===== src/rtl/rkv_pkg.sv =====
package rkv_pkg;

  // Turn codes reported per poll
  typedef enum logic [1:0] {
    TURN_NONE  = 2'd0,
    TURN_RIGHT = 2'd1,
    TURN_LEFT  = 2'd2
  } turn_ev_t;

  // Press codes reported per poll
  typedef enum logic [2:0] {
    PRESS_NONE        = 3'd0,
    PRESS_CLICK       = 3'd1,
    PRESS_DOUBLE      = 3'd2,
    PRESS_LONG        = 3'd3,
    PRESS_DOUBLE_LONG = 3'd4
  } press_ev_t;

  // Register indexes on the configuration port
  localparam logic [2:0] REG_VALUE_MIN    = 3'd0;
  localparam logic [2:0] REG_VALUE_MAX    = 3'd1;
  localparam logic [2:0] REG_STEP_SIZE    = 3'd2;
  localparam logic [2:0] REG_FAST_MS      = 3'd3;
  localparam logic [2:0] REG_VERY_FAST_MS = 3'd4;
  localparam logic [2:0] REG_SHORT_MS     = 3'd5;
  localparam logic [2:0] REG_LONG_MS      = 3'd6;
  localparam logic [2:0] REG_DOUBLE_MS    = 3'd7;

  localparam int unsigned ADDR_W = 5;
  localparam int unsigned DATA_W = 32;

  localparam logic [7:0]  BYTE_LEFT_LIMIT  = 8'd127;
  localparam logic [31:0] DEBOUNCE_MS      = 32'd20;
  localparam logic [3:0]  VERY_FAST_FACTOR = 4'd10;
  localparam logic [3:0]  FAST_FACTOR      = 4'd5;

  // x / 10 == (x * RECIP_10) >> 19 for every 16-bit x
  localparam logic [31:0] RECIP_10 = 32'd52429;

  localparam int unsigned MAG_W   = 15;  // detent count times step size
  localparam int unsigned INCR_W  = 21;  // signed increment after scaling
  localparam int unsigned ACC_W   = 22;  // accumulator plus increment
  localparam int unsigned OUT_DEPTH = 2;

  // Input item
  typedef struct packed {
    logic [31:0] now_ms;
    logic [7:0]  turn_byte;
    logic        button_level;
  } in_item_t;

  // Result item
  typedef struct packed {
    logic signed [15:0] knob_value;
    turn_ev_t           turn_event;
    press_ev_t          press_event;
    logic               active;
  } out_item_t;

  // Classified poll handed from front to back
  typedef struct packed {
    logic signed [INCR_W-1:0] incr;
    logic [3:0]               incr_res;   // floored residue of incr mod 10
    logic                     very_fast;
    logic                     fast;
    turn_ev_t                 turn_ev;
    press_ev_t                press_ev;
    logic                     active;
  } q_item_t;

  // Register file contents
  typedef struct packed {
    logic signed [15:0] value_min;
    logic signed [15:0] value_max;
    logic [3:0]         min_res;
    logic [3:0]         max_res;
    logic [7:0]         step_size;
    logic [15:0]        fast_ms;
    logic [15:0]        very_fast_ms;
    logic [15:0]        short_ms;
    logic [15:0]        long_ms;
    logic [15:0]        double_ms;
  } cfg_t;

  // Remainder of an unsigned 16-bit value by ten
  function automatic logic [3:0] mod10_u16(input logic [15:0] x);
    logic [31:0] prod;
    logic [12:0] q;
    logic [15:0] r;
    prod = 32'(x) * RECIP_10;
    q    = prod[31:19];
    r    = x - (16'({q, 3'b000}) + 16'({q, 1'b0}));
    return r[3:0];
  endfunction

  // Floored residue mod ten of a signed 16-bit value (always 0..9)
  function automatic logic [3:0] fmod10_s16(input logic [15:0] s);
    logic [3:0] m;
    // offset by 32768, which is 8 mod 10
    m = mod10_u16({~s[15], s[14:0]});
    return (m >= 4'd8) ? (m - 4'd8) : (m + 4'd2);
  endfunction

endpackage


===== src/rtl/rkv_fifo.sv =====
module rkv_fifo #(
  parameter int unsigned WIDTH = 8,
  parameter int unsigned DEPTH = 2
) (
  input  logic             clk,
  input  logic             rst_n,
  input  logic             wr_en,
  input  logic [WIDTH-1:0] wr_data,
  input  logic             rd_en,
  output logic [WIDTH-1:0] rd_data,
  output logic             full,
  output logic             empty
);

  localparam int unsigned PTR_W = $clog2(DEPTH);
  localparam int unsigned CNT_W = $clog2(DEPTH + 1);

  logic [WIDTH-1:0] mem_r [DEPTH];
  logic [PTR_W-1:0] wr_ptr_r, rd_ptr_r;
  logic [CNT_W-1:0] cnt_r;
  logic             do_wr, do_rd;

  assign full    = (cnt_r == CNT_W'(DEPTH));
  assign empty   = (cnt_r == '0);
  assign do_wr   = wr_en && !full;
  assign do_rd   = rd_en && !empty;
  assign rd_data = mem_r[rd_ptr_r];

  // Store an entry on each write transfer
  always_ff @(posedge clk) begin
    if (do_wr) begin
      mem_r[wr_ptr_r] <= wr_data;
    end
  end

  // Advance pointers and occupancy
  always_ff @(posedge clk) begin
    if (!rst_n) begin
      wr_ptr_r <= '0;
      rd_ptr_r <= '0;
      cnt_r    <= '0;
    end else begin
      if (do_wr) begin
        wr_ptr_r <= (wr_ptr_r == PTR_W'(DEPTH - 1)) ? '0 : wr_ptr_r + 1'b1;
      end
      if (do_rd) begin
        rd_ptr_r <= (rd_ptr_r == PTR_W'(DEPTH - 1)) ? '0 : rd_ptr_r + 1'b1;
      end
      if (do_wr && !do_rd) begin
        cnt_r <= cnt_r + 1'b1;
      end else if (do_rd && !do_wr) begin
        cnt_r <= cnt_r - 1'b1;
      end
    end
  end

endmodule


===== src/rtl/rkv_regs.sv =====
module rkv_regs (
  input  logic                         clk,
  input  logic                         rst_n,
  input  logic                         psel,
  input  logic                         penable,
  input  logic                         pwrite,
  input  logic [rkv_pkg::ADDR_W-1:0]   paddr,
  input  logic [rkv_pkg::DATA_W-1:0]   pwdata,
  output logic [rkv_pkg::DATA_W-1:0]   prdata,
  output logic                         pready,
  output rkv_pkg::cfg_t                cfg
);

  rkv_pkg::cfg_t cfg_r;
  logic [2:0]    idx;
  logic          wr_en;

  assign idx    = paddr[4:2];
  assign wr_en  = psel && penable && pwrite;
  assign pready = 1'b1;
  assign cfg    = cfg_r;

  // Write registers; keep the mod-10 residue of each clamp limit alongside
  always_ff @(posedge clk) begin
    if (!rst_n) begin
      cfg_r.value_min    <= '0;
      cfg_r.value_max    <= '0;
      cfg_r.min_res      <= '0;
      cfg_r.max_res      <= '0;
      cfg_r.step_size    <= 8'd1;
      cfg_r.fast_ms      <= '0;
      cfg_r.very_fast_ms <= '0;
      cfg_r.short_ms     <= 16'd300;
      cfg_r.long_ms      <= 16'd500;
      cfg_r.double_ms    <= 16'd400;
    end else if (wr_en) begin
      unique case (idx)
        rkv_pkg::REG_VALUE_MIN: begin
          cfg_r.value_min <= pwdata[15:0];
          cfg_r.min_res   <= rkv_pkg::fmod10_s16(pwdata[15:0]);
        end
        rkv_pkg::REG_VALUE_MAX: begin
          cfg_r.value_max <= pwdata[15:0];
          cfg_r.max_res   <= rkv_pkg::fmod10_s16(pwdata[15:0]);
        end
        rkv_pkg::REG_STEP_SIZE:    cfg_r.step_size    <= pwdata[7:0];
        rkv_pkg::REG_FAST_MS:      cfg_r.fast_ms      <= pwdata[15:0];
        rkv_pkg::REG_VERY_FAST_MS: cfg_r.very_fast_ms <= pwdata[15:0];
        rkv_pkg::REG_SHORT_MS:     cfg_r.short_ms     <= pwdata[15:0];
        rkv_pkg::REG_LONG_MS:      cfg_r.long_ms      <= pwdata[15:0];
        rkv_pkg::REG_DOUBLE_MS:    cfg_r.double_ms    <= pwdata[15:0];
        default: ;
      endcase
    end
  end

  // Read back, limits sign extended
  always_comb begin
    unique case (idx)
      rkv_pkg::REG_VALUE_MIN:    prdata = 32'(cfg_r.value_min);
      rkv_pkg::REG_VALUE_MAX:    prdata = 32'(cfg_r.value_max);
      rkv_pkg::REG_STEP_SIZE:    prdata = 32'(cfg_r.step_size);
      rkv_pkg::REG_FAST_MS:      prdata = 32'(cfg_r.fast_ms);
      rkv_pkg::REG_VERY_FAST_MS: prdata = 32'(cfg_r.very_fast_ms);
      rkv_pkg::REG_SHORT_MS:     prdata = 32'(cfg_r.short_ms);
      rkv_pkg::REG_LONG_MS:      prdata = 32'(cfg_r.long_ms);
      rkv_pkg::REG_DOUBLE_MS:    prdata = 32'(cfg_r.double_ms);
      default:                   prdata = '0;
    endcase
  end

endmodule


===== src/rtl/rkv_front.sv =====
module rkv_front #(
  parameter int unsigned QUEUE_DEPTH = 4
) (
  input  logic               clk,
  input  logic               rst_n,
  input  rkv_pkg::cfg_t      cfg,
  input  logic               push,
  output logic               full,
  input  rkv_pkg::in_item_t  in_data,
  input  logic               q_pop,
  output logic               q_push,
  output rkv_pkg::q_item_t   q_data
);

  localparam int unsigned CNT_W = $clog2(QUEUE_DEPTH + 1);

  // Credit count: items in the two front stages plus the queue
  logic [CNT_W-1:0] credit_r;
  logic             accept;

  // Turn and button state
  logic [31:0] last_turn_r, press_start_r;
  logic        prev_level_r, long_rep_r, first_pend_r, second_act_r;

  // Stage A registers
  logic                   a_vld_r;
  logic [rkv_pkg::MAG_W-1:0] a_mag_r;
  logic                   a_left_r, a_vf_r, a_fast_r, a_active_r;
  rkv_pkg::turn_ev_t      a_turn_r;
  rkv_pkg::press_ev_t     a_press_r;

  // Stage B registers
  logic             b_vld_r;
  rkv_pkg::q_item_t b_item_r;

  // Stage A combinational terms
  logic                      left, nz, vf, fast, pressed, rel_edge, prs_edge;
  logic [31:0]               gap, held, press_start_nxt;
  logic                      long_rep_nxt, first_pend_nxt, second_act_nxt;
  logic [rkv_pkg::MAG_W-1:0] mag_nxt;
  rkv_pkg::press_ev_t        press_nxt;
  rkv_pkg::turn_ev_t         turn_nxt;

  // Stage B combinational terms
  logic [3:0]                   m10, res_plain;
  logic [rkv_pkg::INCR_W-1:0]   scaled;
  rkv_pkg::q_item_t             b_item_nxt;

  assign full   = (credit_r == CNT_W'(QUEUE_DEPTH));
  assign accept = push && !full;
  assign q_push = b_vld_r;
  assign q_data = b_item_r;

  // Track outstanding items against the queue size
  always_ff @(posedge clk) begin
    if (!rst_n) begin
      credit_r <= '0;
    end else if (accept && !q_pop) begin
      credit_r <= credit_r + 1'b1;
    end else if (q_pop && !accept) begin
      credit_r <= credit_r - 1'b1;
    end
  end

  // Classify turn and button for the incoming poll
  always_comb begin
    left = in_data.turn_byte > rkv_pkg::BYTE_LEFT_LIMIT;
    nz   = (cfg.step_size != '0) && (left || (in_data.turn_byte != '0));
    gap  = in_data.now_ms - last_turn_r;
    vf   = nz && (gap < 32'(cfg.very_fast_ms));
    fast = nz && !vf && (gap < 32'(cfg.fast_ms));
    mag_nxt = left ? rkv_pkg::MAG_W'(cfg.step_size)
                   : rkv_pkg::MAG_W'(in_data.turn_byte[6:0]) *
                     rkv_pkg::MAG_W'(cfg.step_size);
    if (left) begin
      turn_nxt = rkv_pkg::TURN_LEFT;
    end else if (nz) begin
      turn_nxt = rkv_pkg::TURN_RIGHT;
    end else begin
      turn_nxt = rkv_pkg::TURN_NONE;
    end

    pressed  = !in_data.button_level;
    rel_edge = in_data.button_level && !prev_level_r;
    prs_edge = !in_data.button_level && prev_level_r;

    press_start_nxt = prs_edge ? in_data.now_ms : press_start_r;
    long_rep_nxt    = prs_edge ? 1'b0 : long_rep_r;
    second_act_nxt  = prs_edge ? first_pend_r : second_act_r;
    if (rel_edge) begin
      second_act_nxt = 1'b0;
    end
    first_pend_nxt = first_pend_r;
    press_nxt      = rkv_pkg::PRESS_NONE;
    held           = in_data.now_ms - press_start_nxt;

    // Report a pending click once the double-click window closes
    if (first_pend_r && !second_act_nxt && (held > 32'(cfg.double_ms))) begin
      press_nxt      = rkv_pkg::PRESS_CLICK;
      first_pend_nxt = 1'b0;
    end
    // Short release: arm a click or complete a double click
    if (rel_edge && (held <= 32'(cfg.short_ms)) && (held > rkv_pkg::DEBOUNCE_MS)) begin
      if (!first_pend_nxt) begin
        first_pend_nxt = 1'b1;
      end else begin
        press_nxt      = rkv_pkg::PRESS_DOUBLE;
        first_pend_nxt = 1'b0;
      end
    end
    // Long hold, reported once per press
    if (pressed && (held >= 32'(cfg.long_ms)) && !long_rep_nxt) begin
      press_nxt      = first_pend_nxt ? rkv_pkg::PRESS_DOUBLE_LONG : rkv_pkg::PRESS_LONG;
      first_pend_nxt = 1'b0;
      long_rep_nxt   = 1'b1;
    end
  end

  // Update poll state and load stage A
  always_ff @(posedge clk) begin
    if (!rst_n) begin
      a_vld_r       <= 1'b0;
      last_turn_r   <= '0;
      press_start_r <= '0;
      prev_level_r  <= 1'b1;
      long_rep_r    <= 1'b0;
      first_pend_r  <= 1'b0;
      second_act_r  <= 1'b0;
    end else begin
      a_vld_r <= accept;
      if (accept) begin
        if (nz) begin
          last_turn_r <= in_data.now_ms;
        end
        press_start_r <= press_start_nxt;
        prev_level_r  <= in_data.button_level;
        long_rep_r    <= long_rep_nxt;
        first_pend_r  <= first_pend_nxt;
        second_act_r  <= second_act_nxt;
      end
    end
  end

  always_ff @(posedge clk) begin
    if (accept) begin
      a_mag_r    <= mag_nxt;
      a_left_r   <= left;
      a_vf_r     <= vf;
      a_fast_r   <= fast;
      a_turn_r   <= turn_nxt;
      a_press_r  <= press_nxt;
      a_active_r <= pressed || nz || left;
    end
  end

  // Scale the increment and find its residue mod ten
  always_comb begin
    m10       = rkv_pkg::mod10_u16(16'(a_mag_r));
    res_plain = (a_left_r && (m10 != '0)) ? (rkv_pkg::VERY_FAST_FACTOR - m10) : m10;
    if (a_vf_r) begin
      scaled = (rkv_pkg::INCR_W'(a_mag_r) << 3) + (rkv_pkg::INCR_W'(a_mag_r) << 1);
    end else if (a_fast_r) begin
      scaled = (rkv_pkg::INCR_W'(a_mag_r) << 2) + rkv_pkg::INCR_W'(a_mag_r);
    end else begin
      scaled = rkv_pkg::INCR_W'(a_mag_r);
    end
    b_item_nxt.incr = a_left_r ? -$signed(scaled) : $signed(scaled);
    if (a_vf_r) begin
      b_item_nxt.incr_res = '0;
    end else if (a_fast_r) begin
      b_item_nxt.incr_res = a_mag_r[0] ? rkv_pkg::FAST_FACTOR : 4'd0;
    end else begin
      b_item_nxt.incr_res = res_plain;
    end
    b_item_nxt.very_fast = a_vf_r;
    b_item_nxt.fast      = a_fast_r;
    b_item_nxt.turn_ev   = a_turn_r;
    b_item_nxt.press_ev  = a_press_r;
    b_item_nxt.active    = a_active_r;
  end

  // Load stage B, which feeds the queue
  always_ff @(posedge clk) begin
    if (!rst_n) begin
      b_vld_r <= 1'b0;
    end else begin
      b_vld_r <= a_vld_r;
    end
  end

  always_ff @(posedge clk) begin
    if (a_vld_r) begin
      b_item_r <= b_item_nxt;
    end
  end

endmodule


===== src/rtl/rkv_back.sv =====
module rkv_back (
  input  logic                clk,
  input  logic                rst_n,
  input  rkv_pkg::cfg_t       cfg,
  input  logic                q_empty,
  input  rkv_pkg::q_item_t    q_data,
  output logic                q_pop,
  input  logic                o_full,
  output logic                o_push,
  output rkv_pkg::out_item_t  o_data
);

  logic signed [15:0] acc_r, acc_nxt;
  logic [3:0]         acc_res_r, acc_res_nxt;

  logic [4:0]                       vsum;
  logic [3:0]                       vres, r, base, period, res_rnd;
  logic                             fix;
  logic signed [rkv_pkg::ACC_W-1:0] v_s, rnd_s, lo_s, hi_s, c1_s, c2_s;
  logic [3:0]                       c1_res, c2_res;

  assign q_pop  = !q_empty && !o_full;
  assign o_push = q_pop;

  // Add, round toward zero to the acceleration multiple, clamp
  always_comb begin
    vsum = 5'(acc_res_r) + 5'(q_data.incr_res);
    vres = (vsum >= 5'(rkv_pkg::VERY_FAST_FACTOR))
           ? 4'(vsum - 5'(rkv_pkg::VERY_FAST_FACTOR)) : vsum[3:0];
    if (q_data.very_fast) begin
      r      = vres;
      period = rkv_pkg::VERY_FAST_FACTOR;
    end else if (q_data.fast) begin
      r      = (vres >= rkv_pkg::FAST_FACTOR) ? (vres - rkv_pkg::FAST_FACTOR) : vres;
      period = rkv_pkg::FAST_FACTOR;
    end else begin
      r      = '0;
      period = '0;
    end

    v_s   = rkv_pkg::ACC_W'(acc_r) + rkv_pkg::ACC_W'(q_data.incr);
    fix   = v_s[rkv_pkg::ACC_W-1] && (r != '0);
    rnd_s = v_s - rkv_pkg::ACC_W'($signed({1'b0, r}))
                + (fix ? rkv_pkg::ACC_W'($signed({1'b0, period})) : '0);

    base = vres - r;
    if (q_data.very_fast) begin
      res_rnd = '0;
    end else if (q_data.fast) begin
      res_rnd = fix ? ((base == '0) ? rkv_pkg::FAST_FACTOR : 4'd0) : base;
    end else begin
      res_rnd = vres;
    end

    lo_s = rkv_pkg::ACC_W'(cfg.value_min);
    hi_s = rkv_pkg::ACC_W'(cfg.value_max);
    // Raise to the lower limit, then lower to the upper one
    if (rnd_s < lo_s) begin
      c1_s   = lo_s;
      c1_res = cfg.min_res;
    end else begin
      c1_s   = rnd_s;
      c1_res = res_rnd;
    end
    if (c1_s > hi_s) begin
      c2_s   = hi_s;
      c2_res = cfg.max_res;
    end else begin
      c2_s   = c1_s;
      c2_res = c1_res;
    end
    acc_nxt     = c2_s[15:0];
    acc_res_nxt = c2_res;

    o_data.knob_value  = acc_nxt;
    o_data.turn_event  = q_data.turn_ev;
    o_data.press_event = q_data.press_ev;
    o_data.active      = q_data.active;
  end

  // Hold the accumulator and its residue mod ten
  always_ff @(posedge clk) begin
    if (!rst_n) begin
      acc_r     <= '0;
      acc_res_r <= '0;
    end else if (q_pop) begin
      acc_r     <= acc_nxt;
      acc_res_r <= acc_res_nxt;
    end
  end

endmodule


===== src/rtl/rotary_knob_value_and_gesture_unit.sv =====
// Rotary knob value and gesture unit.
// Input queue port: drive in_data (timestamp, turn byte, button level) with push;
// an item transfers on a clock edge with push high and full low.
// Result queue port: while empty is low, out_data holds the oldest result
// (knob value, turn event, press event, active); it transfers on an edge with
// pop high and empty low. Every poll yields exactly one result, in order.
// Configuration: APB write/read at byte address 4*index; pready is tied high.
// A result passes stage A, stage B, the middle queue and the output queue.
// Throughput: one poll per cycle, sustained while the result side is not stalled.
// The front (turn/button classification, two stages) runs ahead of the back
// (accumulate, round, clamp) through a queue of QUEUE_DEPTH entries; full is
// driven from a credit count over both front stages and that queue, so one
// item per cycle needs QUEUE_DEPTH of at least 4.
// When pop stays low, results collect in a two-entry output queue, then the
// middle queue fills and full rises; nothing is dropped.
// Synchronous reset (rst_n low) empties both queues, restores register
// defaults and clears the knob value and all gesture state.
module rotary_knob_value_and_gesture_unit #(
  parameter int unsigned QUEUE_DEPTH = 4
) (
  input  logic                        clk,
  input  logic                        rst_n,
  input  logic                        push,
  output logic                        full,
  input  rkv_pkg::in_item_t           in_data,
  input  logic                        pop,
  output logic                        empty,
  output rkv_pkg::out_item_t          out_data,
  input  logic                        psel,
  input  logic                        penable,
  input  logic                        pwrite,
  input  logic [rkv_pkg::ADDR_W-1:0]  paddr,
  input  logic [rkv_pkg::DATA_W-1:0]  pwdata,
  output logic [rkv_pkg::DATA_W-1:0]  prdata,
  output logic                        pready
);

  rkv_pkg::cfg_t      cfg;
  logic               q_push, q_pop, q_full, q_empty;
  rkv_pkg::q_item_t   q_wdata, q_rdata;
  logic               o_push, o_full;
  rkv_pkg::out_item_t o_wdata;

  rkv_regs u_regs (
    .clk     (clk),
    .rst_n   (rst_n),
    .psel    (psel),
    .penable (penable),
    .pwrite  (pwrite),
    .paddr   (paddr),
    .pwdata  (pwdata),
    .prdata  (prdata),
    .pready  (pready),
    .cfg     (cfg)
  );

  rkv_front #(
    .QUEUE_DEPTH (QUEUE_DEPTH)
  ) u_front (
    .clk     (clk),
    .rst_n   (rst_n),
    .cfg     (cfg),
    .push    (push),
    .full    (full),
    .in_data (in_data),
    .q_pop   (q_pop),
    .q_push  (q_push),
    .q_data  (q_wdata)
  );

  rkv_fifo #(
    .WIDTH ($bits(rkv_pkg::q_item_t)),
    .DEPTH (QUEUE_DEPTH)
  ) u_queue (
    .clk     (clk),
    .rst_n   (rst_n),
    .wr_en   (q_push),
    .wr_data (q_wdata),
    .rd_en   (q_pop),
    .rd_data (q_rdata),
    .full    (q_full),
    .empty   (q_empty)
  );

  rkv_back u_back (
    .clk     (clk),
    .rst_n   (rst_n),
    .cfg     (cfg),
    .q_empty (q_empty),
    .q_data  (q_rdata),
    .q_pop   (q_pop),
    .o_full  (o_full),
    .o_push  (o_push),
    .o_data  (o_wdata)
  );

  rkv_fifo #(
    .WIDTH ($bits(rkv_pkg::out_item_t)),
    .DEPTH (rkv_pkg::OUT_DEPTH)
  ) u_out_queue (
    .clk     (clk),
    .rst_n   (rst_n),
    .wr_en   (o_push),
    .wr_data (o_wdata),
    .rd_en   (pop),
    .rd_data (out_data),
    .full    (o_full),
    .empty   (empty)
  );

  // The credit count keeps the middle queue from overflowing; q_full is spare
  // headroom and only qualifies the write enable inside the queue.
  logic unused_q_full;
  assign unused_q_full = q_full;

endmodule


===== config.mk =====
export PLATFORM = sky130hd
export DESIGN_NAME = rotary_knob_value_and_gesture_unit
export DESIGN_NICKNAME = d
export VERILOG_FILES = /design/src/rtl/rkv_pkg.sv /design/src/rtl/rkv_fifo.sv /design/src/rtl/rkv_regs.sv /design/src/rtl/rkv_front.sv /design/src/rtl/rkv_back.sv /design/src/rtl/rotary_knob_value_and_gesture_unit.sv
export SDC_FILE = /design/constraint.sdc
export NUM_CORES = 2
export LEC_CHECK = 0
export BUFFER_PORTS_ARGS = -buffer_cell sky130_fd_sc_hd__buf_2
export CAP_MARGIN = 20
export CORE_MARGIN = 5
export CORE_UTILIZATION = 64
export DETAILED_ROUTE_END_ITERATION = 12
export PLACE_DENSITY = 0.89
export SLEW_MARGIN = 20
export SYNTH_ARGS = -nofsm -noshare
export SYNTH_HDL_FRONTEND = slang
export SYNTH_SLANG_ARGS = --single-unit

===== constraint.sdc =====
create_clock -name clk -period 12.89 [get_ports clk]
set_input_delay 3.867 -clock clk [delete_from_list [all_inputs] [get_ports clk]]
set_output_delay 3.867 -clock clk [all_outputs]
set_load 0.1 [all_outputs]

==> flow_summary.ini <==
[outcome]
status = completed

[floorplanning]
pin_count = 142
die_w_microns = 251.2
rows = 88
core-area_sq_um = 57700
die_area_sq_um = 63080
start_util = 0.6451
fp.dieH_microns = 251.2

[timing]
finalCritPeriodShare = 0.9391
finalClockSkew_ps = 25.79
finalCriticalPeriod_ps = 12110
slew_violations = 0
setup_viol = 0
rsz0062_at_grt = false
relSlewSlack = 0.1349
hold_viol = 0
worstMarginPinSlew_ps = 1280
max_freq_ghz = 0.08261
finalSetupTns_ps = 0

[critical_path]
critPathRequiredTime_ps = 13360
critPathMaxStageDelay_ps = 670
crit_fanout = 21
crit_arrival_ps = 12570
worstSetupPathType = reg2reg
cp_num_buf_inv = 4
cp_common_cell = o21ai_0
crit_slowest_cell = or4b_2
cp-end-kind = flop
crit_family = compound AO/OA/AOI/OAI gates
start_kind = flop

[yosys]
ys_seq_elements = 468
syn-num-nets = 4624
synth_most_common_cell = nand2_1
synth_area_leader_cell = edfxtp_1
synth_area_leaders = edfxtp_1, ha_1, dfxtp_1, fa_1, nand2_1
syn_inst = 3926
syn_area_per_cell_sq_um = 9.480
synth_seq_area_share = 0.3144
ys.flop_type = dfxtp_1
synth-async-reset-ratio = 0
synth_common_cells = nand2_1, inv_1, ha_1
yosysWarnings = 0
netlist_area_sq_um = 37220
synth_top_area_share = 0.1880
synth_edf_count = 233
synth.distinct_cells = 94

[global_routing]
antenna_found_initial = 2
grt_usage = 0.2994
grt_pass1_wl_mm = 153.9
grt_max_degree = 126
grt_pass1_vias = 29510
gr-total-overflow = 0

[detailed_routing]
first_pass_iters = 8
antenna_left = 0
wl_mm = 96.57
drtIter0Drc = 2723
vias = 29410
post_drt_wl_per_cell_microns = 20.21
drt-vias-per-instance = 6.155
drc = 0

[clock_tree]
cts.htree.levels = 2
cts_buffer_depth = 3
ctsHoldBuffers = 0
clkLatencyLatePin_ps = 590
cts_root_buf = clkbuf_16
cts.sinks = 468
cts_buffers = 48
tritoncts = yes
clk_pin_slew_ps = 70

[final_layout]
layout.nets = 4672
areaGrowthSynthToFinish_pct = 7.476
final_layout_size_suffix_gt1_frac = 0.08971
fill_cells = 4155

[placement]
port_buffers = 122
hpwl_mm = 71.88
gp_congestion = 0.9635

[hold_path]
hold_class = reg2reg

[job]
cap_violations = 0
[through the flow]
step,hold slack [ps],util,instances,worst slack [ps],area (sq um)
3_3_place_gp,401.9,0.6660,4688,923.5,38420
2_1_floorplan,400.3,-,3926,634.5,37220
4_1_cts,431.3,0.6928,4777,644.2,39970
3_5_place_dp,411.9,0.6660,4688,687.0,38420
5_1_grt,433.4,0.6933,4779,4.261,40000
6_report,430.2,0.6933,4779,784.7,40000
[area by class of cell]
class | count | area, sq um | area share
Clock buffer | 60 | 1308 | 0.03269
Timing Repair Buffer | 158 | 887.1 | 0.02218
Multi-Input combinational cell | 2812 | 23080 | 0.5769
Inverter | 486 | 1824 | 0.04560
Clock inverter | 29 | 241.5 | 0.006037
Antenna cell | 1 | 2.502 | 0.00006256
Tap cell | 765 | 957.2 | 0.02393
Sequential cell | 468 | 11700 | 0.2926
[state kept, by name, summed over array words and instances, names as in the netlist, 4 cells and up, named ones only]
register               count
u_back.acc_r              16
u_front.q_data            33
u_front.a_mag_r           15
u_queue.mem_r            132
u_front.last_turn_r       32
u_front.press_start_r     32
u_regs.cfg               128
u_back.acc_res_r           4
u_out_queue.mem_r         44
[metal layers]
layer  routed length, microns  share of wire  up-vias  GRT usage
li1                         -              -    13760          -
met1                    38070           0.39    14070     0.3844
met2                    45870           0.47     1246     0.5028
met3                     7678          0.080      335    0.04966
met4                     4941          0.051        2     0.1322
met5                       13        0.00013        -          0
[timing repair]
item                       CTS  global route
resized for setup            0             5
setup buffers                0             1
setup endpoints to repair    0            51
[worst paths after layout]
path	from	to	slack, ps	depth (start not counted)
worst min-delay path	u_front.a_active_r	u_front.q_data[0]	430	0
worst min register to register	u_front.a_active_r	u_front.q_data[0]	430	0
worst max-delay path	flop	u_back.acc_r[1]	780	49
worst max register to register	flop	u_back.acc_r[1]	780	49
[cell usage in the layout, fill, tap and decap left out, drive strengths merged, types with 37 or more instances in the layout]
| cell | n |
|---|---|
| nor2 | 172 |
| xnor2 | 110 |
| buf | 158 |
| mux2 | 49 |
| a21o | 82 |
| a21boi | 157 |
| nand2 | 508 |
| mux2i | 68 |
| a21oi | 173 |
| nor3 | 37 |
| edfxtp | 233 |
| inv | 490 |
| mux4 | 42 |
| and2 | 41 |
| clkbuf | 60 |
| o21ai | 160 |
| ha | 460 |
| xor2 | 55 |
| dfxtp | 235 |
| nand3 | 42 |
| nor2b | 50 |
| fa | 153 |
| nand2b | 42 |
[cells by family (layout without fill, tap and decap cells)]
| group | Yosys count | count (layout) | synth area share |
|---|---|---|---|
| AND/OR/NAND/NOR | 996 | 996 | 0.1214 |
| other | 1 | 2 | 0.0001008 |
| XOR/XNOR | 166 | 166 | 0.03963 |
| adder cells (fa/ha/maj) | 614 | 614 | 0.2372 |
| flip-flops | 468 | 468 | 0.3144 |
| AO/OA/AOI/OAI | 876 | 876 | 0.1609 |
| buffers and inverters | 646 | 733 | 0.06744 |
| multiplexers | 159 | 159 | 0.05893 |
Power is not shown: default switching activity piles up to over one toggle a cycle in this logic, so the estimate is an artifact.
